## config.mk

```make
export PLATFORM = sky130hd
export DESIGN_NAME = tcw_cursor
export DESIGN_NICKNAME = d
export VERILOG_FILES = /design/src/hw/rtl/tcw_pkg.sv /design/src/hw/rtl/tcw_cursor.sv
export SDC_FILE = /design/constraint.sdc
export NUM_CORES = 1
export LEC_CHECK = 0
export BUFFER_PORTS_ARGS = -buffer_cell sky130_fd_sc_hd__buf_2
export CORE_AREA = 10 10 64 66
export DETAILED_ROUTE_END_ITERATION = 10
export DIE_AREA = 0 0 74 76
export PLACE_DENSITY = 0.79
export RECOVER_POWER = 50
export SLEW_MARGIN = 20
export SYNTH_ARGS = -nofsm -noshare
export SYNTH_HDL_FRONTEND = slang
export SYNTH_SLANG_ARGS = --single-unit
```

## constraint.sdc

```tcl
create_clock -name vclk -period 7.7
set_clock_uncertainty 0.1 [all_clocks]
set_input_delay 0.385 -clock vclk [all_inputs]
set_output_delay 0.385 -clock vclk [all_outputs]
set_load 0.01 [all_outputs]
```

## src/hw/rtl/tcw_pkg.sv

```systemverilog
// Package with the screen geometry, character codes and shared types of the console writer.
package tcw_pkg;

    localparam int SCREEN_COLUMNS = 80;
    localparam int SCREEN_ROWS    = 25;

    localparam int CELL_COUNT = SCREEN_ROWS * SCREEN_COLUMNS;
    localparam int MOVE_COUNT = (SCREEN_ROWS - 1) * SCREEN_COLUMNS;

    localparam int ADDR_W = $clog2(CELL_COUNT);
    localparam int ROW_W  = (SCREEN_ROWS > 2) ? $clog2(SCREEN_ROWS) : 1;
    localparam int COL_W  = (SCREEN_COLUMNS > 2) ? $clog2(SCREEN_COLUMNS) : 1;

    localparam int ROW_FIELD_W  = 5;
    localparam int COL_FIELD_W  = 7;
    localparam int CHAR_W       = 8;
    localparam int CELL_W       = 16;

    localparam logic [CHAR_W-1:0] CHAR_NEWLINE   = 8'd10;
    localparam logic [CHAR_W-1:0] CHAR_BACKSPACE = 8'd8;
    localparam logic [CHAR_W-1:0] ATTR_RESET     = 8'd15;

    localparam logic CMD_PUT  = 1'b0;
    localparam logic CMD_READ = 1'b1;

    typedef struct packed {
        logic              en;
        logic [ADDR_W-1:0] addr;
        logic [CELL_W-1:0] data;
    } ram_wr_t;

    typedef struct packed {
        logic             wr_en;
        logic [ADDR_W-1:0] wr_addr;
        logic [CELL_W-1:0] wr_data;
        logic [ROW_W-1:0]  row;
        logic [COL_W-1:0]  col;
        logic              scroll;
    } cursor_upd_t;

endpackage

```

## src/hw/rtl/tcw_cursor.sv

```systemverilog
// Cursor update and cell write for one put-character command.
module tcw_cursor (
    input  logic [tcw_pkg::ROW_W-1:0]  row,
    input  logic [tcw_pkg::COL_W-1:0]  col,
    input  logic [tcw_pkg::CHAR_W-1:0] char_code,
    input  logic [tcw_pkg::CHAR_W-1:0] attr,
    output tcw_pkg::cursor_upd_t       upd
);

    logic [tcw_pkg::ROW_W:0]   row_w;
    logic [tcw_pkg::COL_W-1:0] col_n;
    logic [tcw_pkg::ROW_W-1:0] row_pos;
    logic [tcw_pkg::COL_W-1:0] col_pos;
    logic                      act;
    logic                      we;
    logic [tcw_pkg::CELL_W-1:0] data;
    logic                      scroll;

    always_comb
    begin
        row_w   = {1'b0, row};
        col_n   = col;
        row_pos = row;
        col_pos = col;
        act     = 1'b1;
        we      = 1'b0;
        data    = '0;
        if (char_code == tcw_pkg::CHAR_NEWLINE)
        begin
            col_n = '0;
            row_w = {1'b0, row} + 1'b1;
        end
        else if (char_code == tcw_pkg::CHAR_BACKSPACE)
        begin
            if (row == '0 && col == '0)
            begin
                act = 1'b0;
            end
            else
            begin
                if (col == '0)
                begin
                    row_w = {1'b0, row} - 1'b1;
                    col_n = tcw_pkg::COL_W'(tcw_pkg::SCREEN_COLUMNS - 1);
                end
                else
                begin
                    col_n = col - 1'b1;
                end
                we      = 1'b1;
                row_pos = row_w[tcw_pkg::ROW_W-1:0];
                col_pos = col_n;
            end
        end
        else
        begin
            we   = 1'b1;
            data = {attr, char_code};
            if (col == tcw_pkg::COL_W'(tcw_pkg::SCREEN_COLUMNS - 1))
            begin
                col_n = '0;
                row_w = {1'b0, row} + 1'b1;
            end
            else
            begin
                col_n = col + 1'b1;
            end
        end
        scroll = act && (row_w == (tcw_pkg::ROW_W + 1)'(tcw_pkg::SCREEN_ROWS));
    end

    always_comb
    begin
        upd.wr_en   = we;
        upd.wr_addr = tcw_pkg::ADDR_W'(int'(row_pos) * tcw_pkg::SCREEN_COLUMNS + int'(col_pos));
        upd.wr_data = data;
        upd.row     = scroll ? tcw_pkg::ROW_W'(row_w - 1'b1) : row_w[tcw_pkg::ROW_W-1:0];
        upd.col     = col_n;
        upd.scroll  = scroll;
    end

endmodule

```

==> results.txt, run 1 <==
Outcome -> finished, final reports clean
Met2 WL -> 1.91 mm
Gpl congestion -> 0.883
Worst slew pin tran -> 0.741 ns
Mapped Area -> 1260 sq um
Slowest-stage cell, CP -> or4_1
Fin. Hold Viols -> 0
Crit path cell chain -> buf_2, or4_4, or3_1, or4_1, o21ai_1, ha_1, ha_1, fa_1, xor2_1, nand4_1, xnor2_1, xnor2_1, buf_2
Initial Util -> 42.9%
Share of cells above drive strength 1 -> 24.6%
Number of global-route vias before repair -> 1,497
Worst setup margin -> 2.90 ns
Antenna Cells -> 0
CP Buf/Inv Count -> 2
Required time of the critical path -> 7.21 ns
Pin count of the biggest net entering global routing -> 24
Crit Path Class -> in -> out
Max-Cap Viols -> 0
Drt pass-1 iters -> 4
Area share of the largest cell type after synthesis -> 14.9%
Pwr/cell area -> 59.8 nW/um^2
Post-synthesis cell count -> 193
Most common cell after layout, fill and taps aside -> buf_2
Fin crit share -> 62.3%
Via count -> 1,534
Slew Viols, Final -> 0
GRT overflow -> 0
Pre-CTS setup slack -> 2.88 ns
Max incr delay on CP -> 0.64 ns
# rows -> 20
Wirelength, routed -> 3.98 mm
Initial antenna violation count -> 0
Setup crit end kind -> primary output
Commonest non-fill, non-tap cells in the layout -> buf_2 (53), nand2_1 (21), nor2_1 (20)
RSZ-0062 raised after global routing -> no
Endpoints failing setup -> 0
Worst-path fanout max -> 23
Capture point of the worst path -> upd[39]
Slew headroom -> 49.9%
I/O Buffers -> 69
Crit. path cell count -> 13
Vias per Instance -> 5.54
Synthesized net count -> 238
Critical Path AT -> 4.32 ns
Io pins -> 69
Top sig layer -> met3
F_max -> 208 MHz
Total negative slack -> 0 ns
Worst path top cell family by delay -> simple AND/OR/NAND/NOR gates
FFs & Latches -> 0
Cts hold-fix bufs -> 0
Global-route usage over all layers -> 13.0%
Clkbuf count -> 0
Syn avg cell area -> 6.52 sq um
Post-CTS Resized -> 0
Synthesis Warnings -> 0
FF+latch area -> 0 sq um
Die Area -> 5620 sq um
Post-layout min period -> 4.80 ns
DRC -> 0
Hold Path Class -> in -> out
Die height -> 76 um
Synth-to-Final Area Change -> 23.1%
Nets@finish -> 291
Die Wd -> 74 um
Post-synth cell types -> 44
Area leader, netlist -> ha_1
Starting DRC count in detailed routing -> 48
Post-synthesis sequential area ratio -> 0%
Post-CTS setup buffer count -> 0
Hold_ws -> 0.892 ns
CP Launch Type -> input port
Core footprint -> 2930 sq um
Global-route wire length before repair -> 6.49 mm
M1 WL -> 1.64 mm
Top post-synthesis cells by area -> ha_1 (15%), xnor2_1 (7.0%), nand2_1 (6.3%), nor2_1 (6.0%), and2_1 (5.0%)
Max VDD drop -> 0.0730 mV
DRT antenna net count -> 0
Static Leakage -> 0.000725 uW
Post-DP HPWL -> 3.40 mm
WL met3 -> 426 um
Avg WL per Cell -> 14.4 um
Worst Setup SP -> char_code[4]
## Yosys cell counts (2+ instances only)
cell type / instances
a21oi_1: 9
xor2_1: 7
o41ai_1: 2
nand2b_1: 2
or4_1: 3
mux2i_1: 3
buf_4: 2
nor3_1: 4
a31oi_1: 5
inv_1: 8
a21o_1: 4
nor2_1: 20
a221oi_1: 2
nand4_1: 2
xnor2_1: 10
ha_1: 15
nand3_1: 7
o22ai_1: 5
o21ai_0: 5
nand2_1: 21
fa_1: 2
o21ai_1: 5
and3_1: 4
a22oi_1: 2
and2_1: 10
clkbuf_1: 15
nor4b_1: 2
## worst min-delay path by stage
| stage | start | endpoint | slack (ns) | depth (start not counted) |
|---|---|---|---|---|
| detailed placement | char_code[2] | upd[15] | 0.87 | 2 |
| global route | char_code[6] | upd[19] | 0.91 | 2 |
| finish | char_code[2] | upd[15] | 0.89 | 2 |
| CTS | char_code[2] | upd[15] | 0.87 | 2 |
| floorplan | col[6] | upd[7] | 0.75 | 1 |
| global placement | char_code[2] | upd[15] | 0.87 | 2 |
## kinds of logic after synthesis
logic type | Yosys count | share of synthesized area [%]
muxes | 4 | 3.28
buffers and inverters | 26 | 8.46
AOI/OAI and AO/OA | 44 | 22.4
and+or+nand+nor | 85 | 35.9
adders and majority gates | 17 | 18.1
xor gates and xnor gates | 17 | 11.8
## stage by stage
| step | instance area, sq um | power [uW] | util [%] | instances |
|---|---|---|---|---|
| after floorplan | 1260 | 59.9 | - | 193 |
| after global placement | 1570 | 93.4 | 53.5 | 277 |
| after detailed placement | 1570 | 94.9 | 53.5 | 277 |
| after CTS | 1570 | 95.4 | 53.5 | 277 |
| after global routing | 1550 | 105 | 52.9 | 277 |
| final | 1550 | 92.6 | 52.9 | 277 |
## final cells by class
type	count	area [sq um]
Inverter	8	30.0
Timing Repair Buffer	69	325
Fill cell	315	1380
Multi-Input combinational cell	167	1150
Tap cell	33	41.3
## metal layers
| metal | vias to the layer above | global-route usage (%) |
|---|---|---|
| met5 | - | 0 |
| met4 | 0 | 0.560 |
| met3 | 0 | 5.47 |
| met2 | 54 | 22.9 |
| met1 | 691 | 14.6 |
| li1 | 789 | - |
## power by group
part           total (uW)  switching [uW]  leakage [uW]  internal, uW
registers               0               0             0             0
clock network           0               0             0             0
logic                92.6            52.4      0.000725          40.2
No activity file was read; power rests on OpenSTA's default activity.
==> run 2, diff against run 1 <==
CORE_AREA = 10 10 66 68   (was 10 10 64 66)
DIE_AREA = 0 0 76 78   (was 0 0 74 76)
PLACE_DENSITY = 0.77   (was 0.79)
clock period = 4.3 ns   (was 7.7 ns; I/O delays follow)
==> results.txt, run 2 (synthesis gave the netlist of run 1 again) <==
Number of global-route vias before repair -> 1,622
Fin. Hold Viols -> 0
Most common cell after layout, fill and taps aside -> buf_2
Post-DP HPWL -> 3.48 mm
Die Wd -> 76 um
Slew headroom -> 57.7%
Initial Util -> 39.6%
Worst-path fanout max -> 3
DRT antenna net count -> 0
Hold Path Class -> in -> out
FF+latch area -> 0 sq um
CP Launch Type -> input port
# rows -> 21
Fin cells -> 297
FFs & Latches -> 0
Initial antenna violation count -> 0
Endpoints failing setup -> 0
Area after DPL -> 1630 sq um
GRT overflow -> 0
Post-layout min period -> 4.11 ns
Post-route cell area -> 1620 sq um
Antenna Cells -> 0
Pwr/cell area -> 104 nW/um^2
Max-Cap Viols -> 0
Share of cells above drive strength 1 -> 27.9%
Static Leakage -> 0.000770 uW
Outcome -> finished, final reports clean
Pin count of the biggest net entering global routing -> 22
Core footprint -> 3180 sq um
Nets@finish -> 298
Max VDD drop -> 0.0335 mV
Wirelength, routed -> 4.08 mm
F_max -> 243 MHz
Global-route usage over all layers -> 13.1%
Gpl congestion -> 0.875
Commonest non-fill, non-tap cells in the layout -> buf_2 (59), nand2_1 (21), nor2_1 (20)
Global-route wire length before repair -> 7.04 mm
Required time of the critical path -> 3.98 ns
Crit Path Class -> in -> out
Die Area -> 5930 sq um
Clkbuf count -> 0
Vias per Instance -> 5.36
Drt pass-1 iters -> 4
Hold_ws -> 0.552 ns
DRC -> 0
Slew Viols, Final -> 0
Critical Path AT -> 3.80 ns
Die height -> 78 um
Io pins -> 69
Fin crit share -> 95.7%
I/O Buffers -> 69
Synth-to-Final Area Change -> 29.0%
Avg WL per Cell -> 13.7 um
Tot Pwr -> 169 uW
Total negative slack -> 0 ns
Starting DRC count in detailed routing -> 48
Cts hold-fix bufs -> 0
RSZ-0062 raised after global routing -> no
Via count -> 1,593
Worst slew pin tran -> 0.634 ns
Placed cell count -> 296
Setup crit end kind -> primary output
run 2: changes by cell type in the layout (fill, tap and decap cells not counted), sizes merged:
cell,previous run,this run
buf,53,62
clkbuf,16,14
run 2: power breakdown:
part	internal [uW]	switching, uW
registers	0	0
clock network	0	0
logic	74.2	95.2
run 2: what timing repair did:
item,in CTS,in global routing
setup buffers,0,1
endpoints found under the setup margin,0,1
gates resized for setup,0,2
run 2: final cells by class:
class	instances	area [sq um]
fillers	346	1560
inverters	8	30.0
multi-input cells	167	1160
well taps	46	57.6
repair buffers	76	370
run 2: worst paths after layout:
check             cells after the start  slack (ns)    startpoint  endpoint
hold / removal                        2        0.55  char_code[7]   upd[20]
setup / recovery                     14        0.19  char_code[4]   upd[39]
run 2: per-layer routing:
layer | vias up | wire length, um | global-route usage, %
li1 | 804 | - | -
met1 | 720 | 1690 | 14.7
met2 | 67 | 2020 | 24.1
met3 | 2 | 365 | 4.72
met4 | 0 | 14 | 0.947
met5 | - | 0 | 0
run 2: worst max-delay path, cell delays in order:
cell and delay, ns:
buf_2 0.10, or4_4 0.53, or3_1 0.42, or4_1 0.58, nand2_1 0.11, o21ai_2 0.08
ha_1 0.32, ha_1 0.24, fa_1 0.39, xor2_1 0.22, nand4_1 0.14, xnor2_1 0.18
xnor2_1 0.13, buf_2 0.14
run 2: metrics by stage:
stage          util, %  setup slack (ns)
2_1_floorplan        -             0.195
3_3_place_gp      51.2             0.186
3_5_place_dp      51.2            0.0742
4_1_cts           51.2            0.0740
5_1_grt           51.0           0.00565
6_report          51.0             0.186
==> run 3, diff against run 2 <==
CELL_PAD_IN_SITES_DETAIL_PLACEMENT = 0   (was default)
CELL_PAD_IN_SITES_GLOBAL_PLACEMENT = 1   (was default)
CORE_AREA = 2 2 71 73   (was 10 10 66 68)
DIE_AREA = 0 0 73 75   (was 0 0 76 78)
PLACE_DENSITY = default   (was 0.77)
PLACE_DENSITY_LB_ADDON = 0.1   (was default)
==> results.txt, run 3 (synthesis gave the netlist of run 1 again) <==
Setup crit end kind -> primary output
Core footprint -> 4660 sq um
Static Leakage -> 0.000763 uW
Net Sw Power -> 94.2 uW
Min-Delay Path Depth -> 2
Via count -> 1,561
Avg WL per Cell -> 13.3 um
Hold Path Class -> in -> out
Number of global-route vias before repair -> 1,417
Sequential power share -> 0%
DRC -> 0
Slew Viols, Final -> 0
FFs & Latches -> 0
Clkbuf count -> 0
Total negative slack -> 0 ns
Min-delay src -> char_code[7]
Die height -> 75 um
# fillers -> 556
I/O Buffers -> 69
Clock network fraction of total power -> 0%
Multi-input logic area -> 1160 sq um
FF+latch area -> 0 sq um
Worst slew pin tran -> 0.707 ns
CP Launch Type -> input port
Pin count of the biggest net entering global routing -> 23
Antenna Cells -> 0
Fin crit share -> 94.7%
Share of cells above drive strength 1 -> 26.9%
Post-layout min period -> 4.07 ns
Max VDD drop -> 0.0340 mV
DRT antenna net count -> 0
Die Area -> 5480 sq um
Worst-path fanout max -> 3
Most common cell after layout, fill and taps aside -> buf_2
Global-route usage over all layers -> 15.0%
Die Wd -> 73 um
Starting DRC count in detailed routing -> 77
Critical Path AT -> 3.76 ns
Required time of the critical path -> 3.98 ns
Crit Path Class -> in -> out
Io pins -> 69
Max-Cap Viols -> 0
Initial Util -> 27.0%
Commonest non-fill, non-tap cells in the layout -> buf_2 (56), nand2_1 (21), nor2_1 (20)
Hold_ws -> 0.548 ns
GRT overflow -> 0
Post-DP HPWL -> 3.38 mm
Combinational share of power -> 100.0%
Fin. Hold Viols -> 0
Drt pass-1 iters -> 4
Switch share -> 55.9%
Synth-to-Final Area Change -> 30.3%
Cell-internal power -> 74.2 uW
# rows -> 25
Pwr/cell area -> 103 nW/um^2
Placed cell count -> 307
Slew headroom -> 52.9%
F_max -> 246 MHz
Global-route wire length before repair -> 6.80 mm
Outcome -> finished, final reports clean
Fin cells -> 307
Endpoints failing setup -> 0
RSZ-0062 raised after global routing -> no
Nets@finish -> 300
Post-CTS setup buffer count -> 0
Gpl congestion -> 0.708
Vias per Instance -> 5.08
Initial antenna violation count -> 0
Wirelength, routed -> 4.10 mm
Worst Hold Path EP -> upd[20]
[run 3: power groups by stage]
| stage | Sequential [uW] | Clock (uW) | Combinational [uW] |
|---|---|---|---|
| floorplan | 0 | 0 | 107 |
| global placement | 0 | 0 | 173 |
| detailed placement | 0 | 0 | 172 |
| CTS | 0 | 0 | 173 |
| global route | 0 | 0 | 190 |
| finish | 0 | 0 | 168 |
[run 3: what timing repair did]
action                                  CTS  global route
gates resized for setup                   0             1
hold buffers                              0             0
endpoints found under the setup margin    0             1
[run 3: critical path, cell delays in order]
cell     delay, ns
buf_2         0.10
or4_4         0.54
or3_1         0.37
or4_1         0.56
o21ai_1       0.30
ha_1          0.29
ha_1          0.22
fa_1          0.38
xor2_1        0.20
nand4_1       0.14
xnor2_1       0.18
xnor2_1       0.13
buf_2         0.14
[run 3: layout make-up]
| class | instances | area share [%] |
|---|---|---|
| Timing Repair Buffer | 78 | 23.3 |
| Multi-Input combinational cell | 167 | 70.8 |
| Tap cell | 54 | 4.12 |
| Inverter | 8 | 1.83 |
[run 3: metal layers]
layer / global-route usage, % / routed length [um]
met1: 22.2 / 2010
met5: 0 / 0
met2: 25.7 / 1960
met4: 0 / 0
met3: 0.535 / 131
[run 3: how the worst max path moves through the flow]
stage / to / slack, ns / from / cells after the start
global placement: upd[39] / 0.23 / char_code[4] / 13
global route: upd[39] / 0.009 / char_code[4] / 13
floorplan: upd[39] / 0.19 / char_code[4] / 13
finish: upd[39] / 0.23 / char_code[4] / 13
CTS: upd[39] / 0.19 / char_code[4] / 13
detailed placement: upd[39] / 0.19 / char_code[4] / 13
[run 3: through the flow]
step / power (uW) / worst slack [ns] / area (sq um) / utilization [%]
after floorplan: 107 / 0.195 / 1260 / -
after global placement: 173 / 0.227 / 1660 / 35.7
after detailed placement: 172 / 0.187 / 1660 / 35.7
after CTS: 173 / 0.189 / 1660 / 35.7
after global routing: 190 / 0.00945 / 1640 / 35.2
final: 168 / 0.227 / 1640 / 35.2
